**src/hdl/mspr_pkg.sv**
```systemverilog
package mspr_pkg;

  // default payload buffer depth
  localparam int MAX_PAYLOAD_DEF = 32;

  // header characters
  localparam logic [7:0] CHAR_DOLLAR = 8'h24;
  localparam logic [7:0] CHAR_M      = 8'h4D;
  localparam logic [7:0] CHAR_GT     = 8'h3E;

  // result kinds
  localparam logic [1:0] KIND_START   = 2'd0;
  localparam logic [1:0] KIND_PAYLOAD = 2'd1;
  localparam logic [1:0] KIND_CSUM    = 2'd2;
  localparam logic [1:0] KIND_OVFL    = 2'd3;

  // job handed from the parser to the emitter
  typedef struct packed {
    logic [1:0] kind;
    logic [7:0] command;
    logic [7:0] size;
  } job_t;

endpackage

```
**src/hdl/mspr_ram.sv**
```systemverilog
module mspr_ram #(
  parameter int WIDTH = 8,
  parameter int DEPTH = 32,
  parameter int AW = (DEPTH > 1) ? $clog2(DEPTH) : 1
) (
  input  logic             clk,
  input  logic             wr_en,
  input  logic [AW-1:0]    wr_addr,
  input  logic [WIDTH-1:0] wr_data,
  input  logic [AW-1:0]    rd_addr,
  output logic [WIDTH-1:0] rd_data
);

  logic [WIDTH-1:0] mem [DEPTH];

  // one write port, registered read
  always_ff @(posedge clk) begin
    if (wr_en) begin
      mem[wr_addr] <= wr_data;
    end
    rd_data <= mem[rd_addr];
  end

endmodule

```
**src/hdl/mspr_job_fifo.sv**
```systemverilog
module mspr_job_fifo (
  input  logic            clk,
  input  logic            rst,
  input  logic            push,
  input  mspr_pkg::job_t  push_job,
  output logic            full,
  input  logic            pop,
  output logic            not_empty,
  output mspr_pkg::job_t  head
);

  mspr_pkg::job_t slot [2];
  logic       wr_ptr;
  logic       rd_ptr;
  logic [1:0] count;

  assign full      = (count == 2'd2);
  assign not_empty = (count != 2'd0);
  assign head      = slot[rd_ptr];

  // two-entry circular queue
  always_ff @(posedge clk) begin
    if (rst) begin
      wr_ptr <= 1'b0;
      rd_ptr <= 1'b0;
      count  <= 2'd0;
    end else begin
      if (push) begin
        wr_ptr <= ~wr_ptr;
      end
      if (pop) begin
        rd_ptr <= ~rd_ptr;
      end
      case ({push, pop})
        2'b10:   count <= count + 2'd1;
        2'b01:   count <= count - 2'd1;
        default: count <= count;
      endcase
    end
  end

  // job slots
  always_ff @(posedge clk) begin
    if (push) begin
      slot[wr_ptr] <= push_job;
    end
  end

endmodule

```
**src/hdl/mspr_front.sv**
```systemverilog
module mspr_front #(
  parameter int MAX_PAYLOAD = mspr_pkg::MAX_PAYLOAD_DEF,
  parameter int AW = (MAX_PAYLOAD > 1) ? $clog2(MAX_PAYLOAD) : 1
) (
  input  logic            clk,
  input  logic            rst,
  input  logic            in_valid,
  output logic            in_ready,
  input  logic [7:0]      rx_byte,
  input  logic            q_full,
  input  logic            run_pending,
  output logic            push,
  output mspr_pkg::job_t  push_job,
  output logic            wr_en,
  output logic [AW-1:0]   wr_addr,
  output logic [7:0]      wr_data
);

  localparam int CW = $clog2(MAX_PAYLOAD + 1);

  typedef enum logic [2:0] {
    PH_HUNT, PH_DOLLAR, PH_GOT_M, PH_SIZE, PH_CMD, PH_PAYLOAD, PH_CHECK
  } phase_t;

  phase_t         phase;
  logic [7:0]     held_size;
  logic [7:0]     held_command;
  logic [CW-1:0]  byte_count;
  logic [7:0]     running_xor;
  logic           take;
  logic [CW-1:0]  count_inc;
  logic           oversize;

  // payload bytes wait while a job is queued or a run still reads the buffer
  assign in_ready  = !q_full && !(phase == PH_PAYLOAD && run_pending);
  assign take      = in_valid && in_ready;
  assign count_inc = byte_count + CW'(1);
  assign oversize  = rx_byte > 8'(MAX_PAYLOAD);

  assign wr_en   = take && (phase == PH_PAYLOAD);
  assign wr_addr = AW'(byte_count);
  assign wr_data = rx_byte;

  // jobs for the emitter: overflow at the size byte, verdict at the checksum
  always_comb begin
    push     = 1'b0;
    push_job = '{kind: mspr_pkg::KIND_START, command: held_command, size: held_size};
    if (take && phase == PH_SIZE && oversize) begin
      push     = 1'b1;
      push_job = '{kind: mspr_pkg::KIND_OVFL, command: 8'd0, size: rx_byte};
    end else if (take && phase == PH_CHECK) begin
      push = 1'b1;
      if (rx_byte != running_xor) begin
        push_job.kind = mspr_pkg::KIND_CSUM;
      end
    end
  end

  // header hunt and frame tracking
  always_ff @(posedge clk) begin
    if (rst) begin
      phase        <= PH_HUNT;
      held_size    <= 8'd0;
      held_command <= 8'd0;
      byte_count   <= '0;
      running_xor  <= 8'd0;
    end else if (take) begin
      unique case (phase)
        PH_DOLLAR: phase <= (rx_byte == mspr_pkg::CHAR_M) ? PH_GOT_M : PH_HUNT;
        PH_GOT_M:  phase <= (rx_byte == mspr_pkg::CHAR_GT) ? PH_SIZE : PH_HUNT;
        PH_SIZE: begin
          held_size <= rx_byte;
          phase     <= oversize ? PH_HUNT : PH_CMD;
        end
        PH_CMD: begin
          held_command <= rx_byte;
          byte_count   <= '0;
          running_xor  <= held_size ^ rx_byte;
          phase        <= (held_size == 8'd0) ? PH_CHECK : PH_PAYLOAD;
        end
        PH_PAYLOAD: begin
          running_xor <= running_xor ^ rx_byte;
          byte_count  <= count_inc;
          if (8'(count_inc) >= held_size) begin
            phase <= PH_CHECK;
          end
        end
        PH_CHECK: phase <= PH_HUNT;
        default:  phase <= (rx_byte == mspr_pkg::CHAR_DOLLAR) ? PH_DOLLAR : PH_HUNT;
      endcase
    end
  end

endmodule

```
**src/hdl/mspr_back.sv**
```systemverilog
module mspr_back #(
  parameter int MAX_PAYLOAD = mspr_pkg::MAX_PAYLOAD_DEF,
  parameter int AW = (MAX_PAYLOAD > 1) ? $clog2(MAX_PAYLOAD) : 1
) (
  input  logic            clk,
  input  logic            rst,
  input  logic            q_not_empty,
  input  mspr_pkg::job_t  q_head,
  output logic            pop,
  output logic            busy,
  output logic [AW-1:0]   rd_addr,
  input  logic [7:0]      rd_data,
  output logic            out_valid,
  input  logic            out_ready,
  output logic [1:0]      kind,
  output logic [7:0]      frame_command,
  output logic [7:0]      frame_size,
  output logic [7:0]      payload_byte,
  output logic            last
);

  localparam int CW = $clog2(MAX_PAYLOAD + 1);

  typedef enum logic [1:0] {S_IDLE, S_READ, S_DATA} state_t;

  state_t         state;
  logic [CW-1:0]  idx;
  logic [7:0]     run_command;
  logic [7:0]     run_size;
  logic           out_free;
  logic           idx_last;

  assign out_free = !out_valid || out_ready;
  assign pop      = (state == S_IDLE) && q_not_empty && out_free;
  assign busy     = (state != S_IDLE);
  assign rd_addr  = AW'(idx);
  assign idx_last = (8'(idx) + 8'd1) == run_size;

  // emitter sequence and output register
  always_ff @(posedge clk) begin
    if (rst) begin
      state     <= S_IDLE;
      out_valid <= 1'b0;
      idx       <= '0;
    end else begin
      if (out_valid && out_ready) begin
        out_valid <= 1'b0;
      end
      unique case (state)
        S_IDLE: begin
          if (pop) begin
            out_valid     <= 1'b1;
            kind          <= q_head.kind;
            frame_command <= q_head.command;
            frame_size    <= q_head.size;
            payload_byte  <= 8'd0;
            run_command   <= q_head.command;
            run_size      <= q_head.size;
            idx           <= '0;
            if (q_head.kind == mspr_pkg::KIND_START && q_head.size != 8'd0) begin
              last  <= 1'b0;
              state <= S_READ;
            end else begin
              last <= 1'b1;
            end
          end
        end
        // registered read: the data lands in the cycle after the address
        S_READ: state <= S_DATA;
        S_DATA: begin
          if (out_free) begin
            out_valid     <= 1'b1;
            kind          <= mspr_pkg::KIND_PAYLOAD;
            frame_command <= run_command;
            frame_size    <= run_size;
            payload_byte  <= rd_data;
            last          <= idx_last;
            if (idx_last) begin
              state <= S_IDLE;
            end else begin
              idx   <= idx + CW'(1);
              state <= S_READ;
            end
          end
        end
        default: state <= S_IDLE;
      endcase
    end
  end

endmodule

```
**src/hdl/msp_response_frame_parser.sv**
```systemverilog
// Response frame parser: takes one received byte per accepted item, finds the header
// '$' 'M' '>', then size, command, payload and an XOR checksum byte. A good frame yields a
// frame-start item followed by one item per payload byte (tlast on the final one); a bad
// checksum yields one checksum-error item, and a size above MAX_PAYLOAD yields one overflow
// item at the size byte. Header, size, command and checksum bytes are taken one per cycle
// while the two-entry job queue between parser and emitter has room (tready is low while
// it is full); start, error and overflow items leave from the output register once their
// job is popped, and each payload item passes through S_READ and S_DATA, as the buffer
// read is registered and its address moves on only after the previous byte is in the
// output register. While a job is queued or a run is being emitted, the payload bytes of
// the next frame are held off too. The payload buffer needs no clearing after reset.
module msp_response_frame_parser #(
  parameter int MAX_PAYLOAD = mspr_pkg::MAX_PAYLOAD_DEF
) (
  input  logic        clk,
  input  logic        rst,
  input  logic        s_axis_tvalid,
  output logic        s_axis_tready,
  input  logic [7:0]  s_axis_tdata,   // [7:0] rx_byte
  output logic        m_axis_tvalid,
  input  logic        m_axis_tready,
  output logic [23:0] m_axis_tdata,   // [7:0] frame_command, [15:8] frame_size,
                                      // [23:16] payload_byte
  output logic [1:0]  m_axis_tuser,   // [1:0] kind
  output logic        m_axis_tlast    // last
);

  localparam int AW = (MAX_PAYLOAD > 1) ? $clog2(MAX_PAYLOAD) : 1;

  logic           q_full;
  logic           q_not_empty;
  logic           push;
  logic           pop;
  logic           busy;
  mspr_pkg::job_t push_job;
  mspr_pkg::job_t q_head;
  logic           wr_en;
  logic [AW-1:0]  wr_addr;
  logic [7:0]     wr_data;
  logic [AW-1:0]  rd_addr;
  logic [7:0]     rd_data;
  logic [7:0]     frame_command;
  logic [7:0]     frame_size;
  logic [7:0]     payload_byte;

  // parser
  mspr_front #(.MAX_PAYLOAD(MAX_PAYLOAD), .AW(AW)) u_front (
    .clk        (clk),
    .rst        (rst),
    .in_valid   (s_axis_tvalid),
    .in_ready   (s_axis_tready),
    .rx_byte    (s_axis_tdata),
    .q_full     (q_full),
    .run_pending(q_not_empty || busy),
    .push       (push),
    .push_job   (push_job),
    .wr_en      (wr_en),
    .wr_addr    (wr_addr),
    .wr_data    (wr_data)
  );

  // payload buffer
  mspr_ram #(.WIDTH(8), .DEPTH(MAX_PAYLOAD), .AW(AW)) u_ram (
    .clk    (clk),
    .wr_en  (wr_en),
    .wr_addr(wr_addr),
    .wr_data(wr_data),
    .rd_addr(rd_addr),
    .rd_data(rd_data)
  );

  // job queue between parser and emitter
  mspr_job_fifo u_fifo (
    .clk      (clk),
    .rst      (rst),
    .push     (push),
    .push_job (push_job),
    .full     (q_full),
    .pop      (pop),
    .not_empty(q_not_empty),
    .head     (q_head)
  );

  // emitter
  mspr_back #(.MAX_PAYLOAD(MAX_PAYLOAD), .AW(AW)) u_back (
    .clk          (clk),
    .rst          (rst),
    .q_not_empty  (q_not_empty),
    .q_head       (q_head),
    .pop          (pop),
    .busy         (busy),
    .rd_addr      (rd_addr),
    .rd_data      (rd_data),
    .out_valid    (m_axis_tvalid),
    .out_ready    (m_axis_tready),
    .kind         (m_axis_tuser),
    .frame_command(frame_command),
    .frame_size   (frame_size),
    .payload_byte (payload_byte),
    .last         (m_axis_tlast)
  );

  assign m_axis_tdata = {payload_byte, frame_size, frame_command};

endmodule

```
**config.mk**
```make
export PLATFORM = sky130hd
export DESIGN_NAME = msp_response_frame_parser
export DESIGN_NICKNAME = d
export VERILOG_FILES = /design/src/hdl/mspr_pkg.sv /design/src/hdl/mspr_ram.sv /design/src/hdl/mspr_job_fifo.sv /design/src/hdl/mspr_front.sv /design/src/hdl/mspr_back.sv /design/src/hdl/msp_response_frame_parser.sv
export SDC_FILE = /design/constraint.sdc
export NUM_CORES = 1
export LEC_CHECK = 0
export ABC_CLOCK_PERIOD_IN_PS = 3600
export BUFFER_PORTS_ARGS = -buffer_cell sky130_fd_sc_hd__buf_4
export CORE_MARGIN = 10
export CORE_UTILIZATION = 62
export DETAILED_ROUTE_END_ITERATION = 7
export GPL_ROUTABILITY_DRIVEN = 1
export PLACE_DENSITY = 0.87
export SLEW_MARGIN = 15
export SYNTH_ARGS = -nofsm -noshare
export SYNTH_HDL_FRONTEND = slang
export SYNTH_SLANG_ARGS = --single-unit
```
**constraint.sdc**
```tcl
create_clock -name clk -period 3.6 [get_ports clk]
set_clock_uncertainty 0.05 [all_clocks]
set_input_delay 0.72 -clock clk [delete_from_list [all_inputs] [get_ports clk]]
set_output_delay 0.72 -clock clk [all_outputs]
set_load 0.01 [all_outputs]
```
==> results.yml <==
status:
  status: "completed"
floorplanning:
  die_w_um: 180
  core_area_um2: 25200
  ios: 41
  initial_core_util_pct: 62.9
  rows: 58
  dieArea_um2: 32400
  die_h_um: 180
power_and_ir_drop:
  power_frac_comb_pct: 6.0
  irDropWorstVdd_v: 0.000405
  p_int_uw: 7440
  leakage_uw: 0.00569
  p_switching_uw: 2120
  fin_total_pwr_uw: 9560
  pwr-share-clk_pct: 40.8
  p_per_area_nw_per_um2: 536
  power_frac_seq_pct: 53.3
  swShare_pct: 22.2
clocking:
  path_clk_slew_ns: 0.06
  cts-resized-gates: 0
  tritoncts: "built"
  hold_buffers: 0
  clockBufferDepth: 3
  clk_latency_ns: 0.54
  htree_levels: 2
  cts_sinks: 390
  post-cts-setup-buffers: 0
  cts-buffers-inserted: 38
  root_buffer: "clkbuf_16"
job:
  cap_viol_max_count: 0
sta:
  rsz0062_at_grt: "false"
  tns_ns: 0
  worstMarginPinSlew_ns: 0.827
  fin_crit_sh_pct: 82.3
  max_freq_ghz: 0.337
  slew-limit-headroom_pct: 44.8
  hold_viol: 0
  setup_viol: 0
  drv_slew: 0
  period_needed_ns: 2.96
grt:
  grt_pass1_vias: 9560
  grt_pass1_wl_um: 59700
  track_usage_pct: 23.8
  antenna_found_initial: 3
  grt_overflow: 0
  grt_max_degree: 63
final_layout:
  fin_area_um2: 17800
  area_growth_pct: 12.4
  final_cell_mix: "335 x edfxtp_1, 89 x nor2_1, 84 x nand2_1"
  nNetsFinal: 1060
  final_common_cell: "edfxtp_1"
  fin_util_pct: 70.7
  layout-drive-gt1-share_pct: 22.1
route:
  ant_nets: 0
  first_iter_violations: 1511
  first_pass_iters: 5
  drc: 0
  vias_per_cell: 6.78
  wl_per_cell_um: 27.8
  wl_um: 38800
  vias: 9476
critical_path:
  crit_arrival_ns: 3.07
  cp-end-kind: "flip-flop"
  startpoint_type: "flip-flop"
  worstPathMaxFanout: 9
  r2r_slack_ns: 0.64
  reg2reg_depth: 6
  cp_data_required_time_ns: 3.71
  path_class: "reg2reg"
placement:
  gp_congestion: 0.892
  dpl.hpwl_um: 22900
  portBuffers: 40
  place_area_um2: 16600
synth:
  synth_cells: 977
  ys_ff_latch: 390
  async_reset_ff_share_pct: 0
  synth_area_um2: 15800
  avgSynthCellArea_um2: 16.2
  yosysWarnings: 0
  synthFlopType: "edfxtp_1"
  ys_types: 57
  syn-num-nets: 1001
  synth_edf_count: 335
  synth-seq-area-share_pct: 70.4
min_path:
  hp-class: "reg2reg"
  holdPathStages: 2
## critical path, cell delays in order, from the launching register on
cell     delay, ns
dfxtp_1       0.46
nor2b_1       0.23
nand3_1       0.16
a21o_1        0.20
nor2_1        0.34
nand2_1       0.46
nor2_1        0.69
## sequential cells by signal, summed over array words and instances, names as in the netlist, 2 cells and up, named ones only
| name | count |
|---|---|
| u_back.frame_command | 8 |
| u_back.frame_size | 8 |
| u_back.idx | 6 |
| u_back.kind | 2 |
| u_back.payload_byte | 8 |
| u_back.run_command | 8 |
| u_back.run_size | 8 |
| u_back.state | 2 |
| u_fifo.count | 2 |
| u_fifo.slot | 36 |
| u_front.byte_count | 6 |
| u_front.held_command | 8 |
| u_front.held_size | 8 |
| u_front.phase | 3 |
| u_front.running_xor | 8 |
| u_ram.mem | 256 |
| u_ram.rd_data | 8 |
## metal layers
metal  part of all wire [%]  routed length [um]  global-route usage (%)  vias to the layer above
met5                      0                   0                       0                        -
met4                    3.5                1360                    8.67                        0
met3                     12                4600                    4.78                      122
met2                     48               18600                    38.0                      762
met1                     37               14200                    31.9                     4718
li1                       -                   -                       -                     3874
## worst paths after layout
| check | startpoint | end |
|---|---|---|
| worst max register to register | u_front.phase[2]$_SDFFE_PP0P_ | u_ram.mem[12][5]$_DFFE_PP_ |
| worst min-delay path | u_front.held_command[5]$_SDFFE_PP0P_ | u_front.held_command[5]$_SDFFE_PP0P_ |
| worst max-delay path | u_front.phase[2]$_SDFFE_PP0P_ | u_ram.mem[12][5]$_DFFE_PP_ |
| worst min register to register | u_front.held_command[5]$_SDFFE_PP0P_ | u_front.held_command[5]$_SDFFE_PP0P_ |
## logic make-up after synthesis
logic type	synth area share, %
compound gates	4.36
xor+xnor	1.22
fa+ha+maj	0.947
buf+inv	1.99
flops	70.4
mux	13.2
simple gates	7.85
## synth_stat cells (10+ instances only)
| library cell | instances | area (um^2) |
|---|---|---|
| and2_1 | 11 | 68.8 |
| dfxtp_1 | 55 | 1100 |
| nor3_1 | 10 | 50.1 |
| mux2i_1 | 10 | 100 |
| clkbuf_1 | 38 | 143 |
| a21o_1 | 11 | 82.6 |
| mux4_2 | 80 | 1800 |
| nor2_1 | 90 | 338 |
| nor2b_1 | 15 | 93.8 |
| o21ai_0 | 15 | 75.1 |
| nand2_1 | 84 | 315 |
| mux2_2 | 17 | 191 |
| a21oi_1 | 44 | 220 |
| edfxtp_1 | 335 | 10100 |
| xor2_1 | 14 | 123 |
| inv_1 | 20 | 75.1 |
| ha_1 | 12 | 150 |
## area by class of cell
cell class	instances	area, um^2
Antenna cell	3	7.51
Tap cell	330	413
Clock inverter	23	160
Sequential cell	390	11200
Fill cell	1395	7370
Clock buffer	45	1040
Multi-Input combinational cell	512	4370
Inverter	20	75.1
Timing Repair Buffer	74	581
## power groups by stage
stage	Sequential [uW]	Combinational [uW]	Clock [uW]
final	5090	569	3900
after global routing	5100	607	4070
after CTS	5090	564	3900
after detailed placement	5190	553	0
after global placement	5180	528	0
after floorplan	5200	266	0
## stage by stage
step	std cells	hold slack (ns)	setup WS (ns)
6_report	1397	0.400	0.637
2_1_floorplan	977	0.382	0.688
5_1_grt	1395	0.433	0.431
3_3_place_gp	1326	0.390	0.578
4_1_cts	1394	0.401	0.688
3_5_place_dp	1326	0.394	0.598
(Power assumes the default switching activity.)
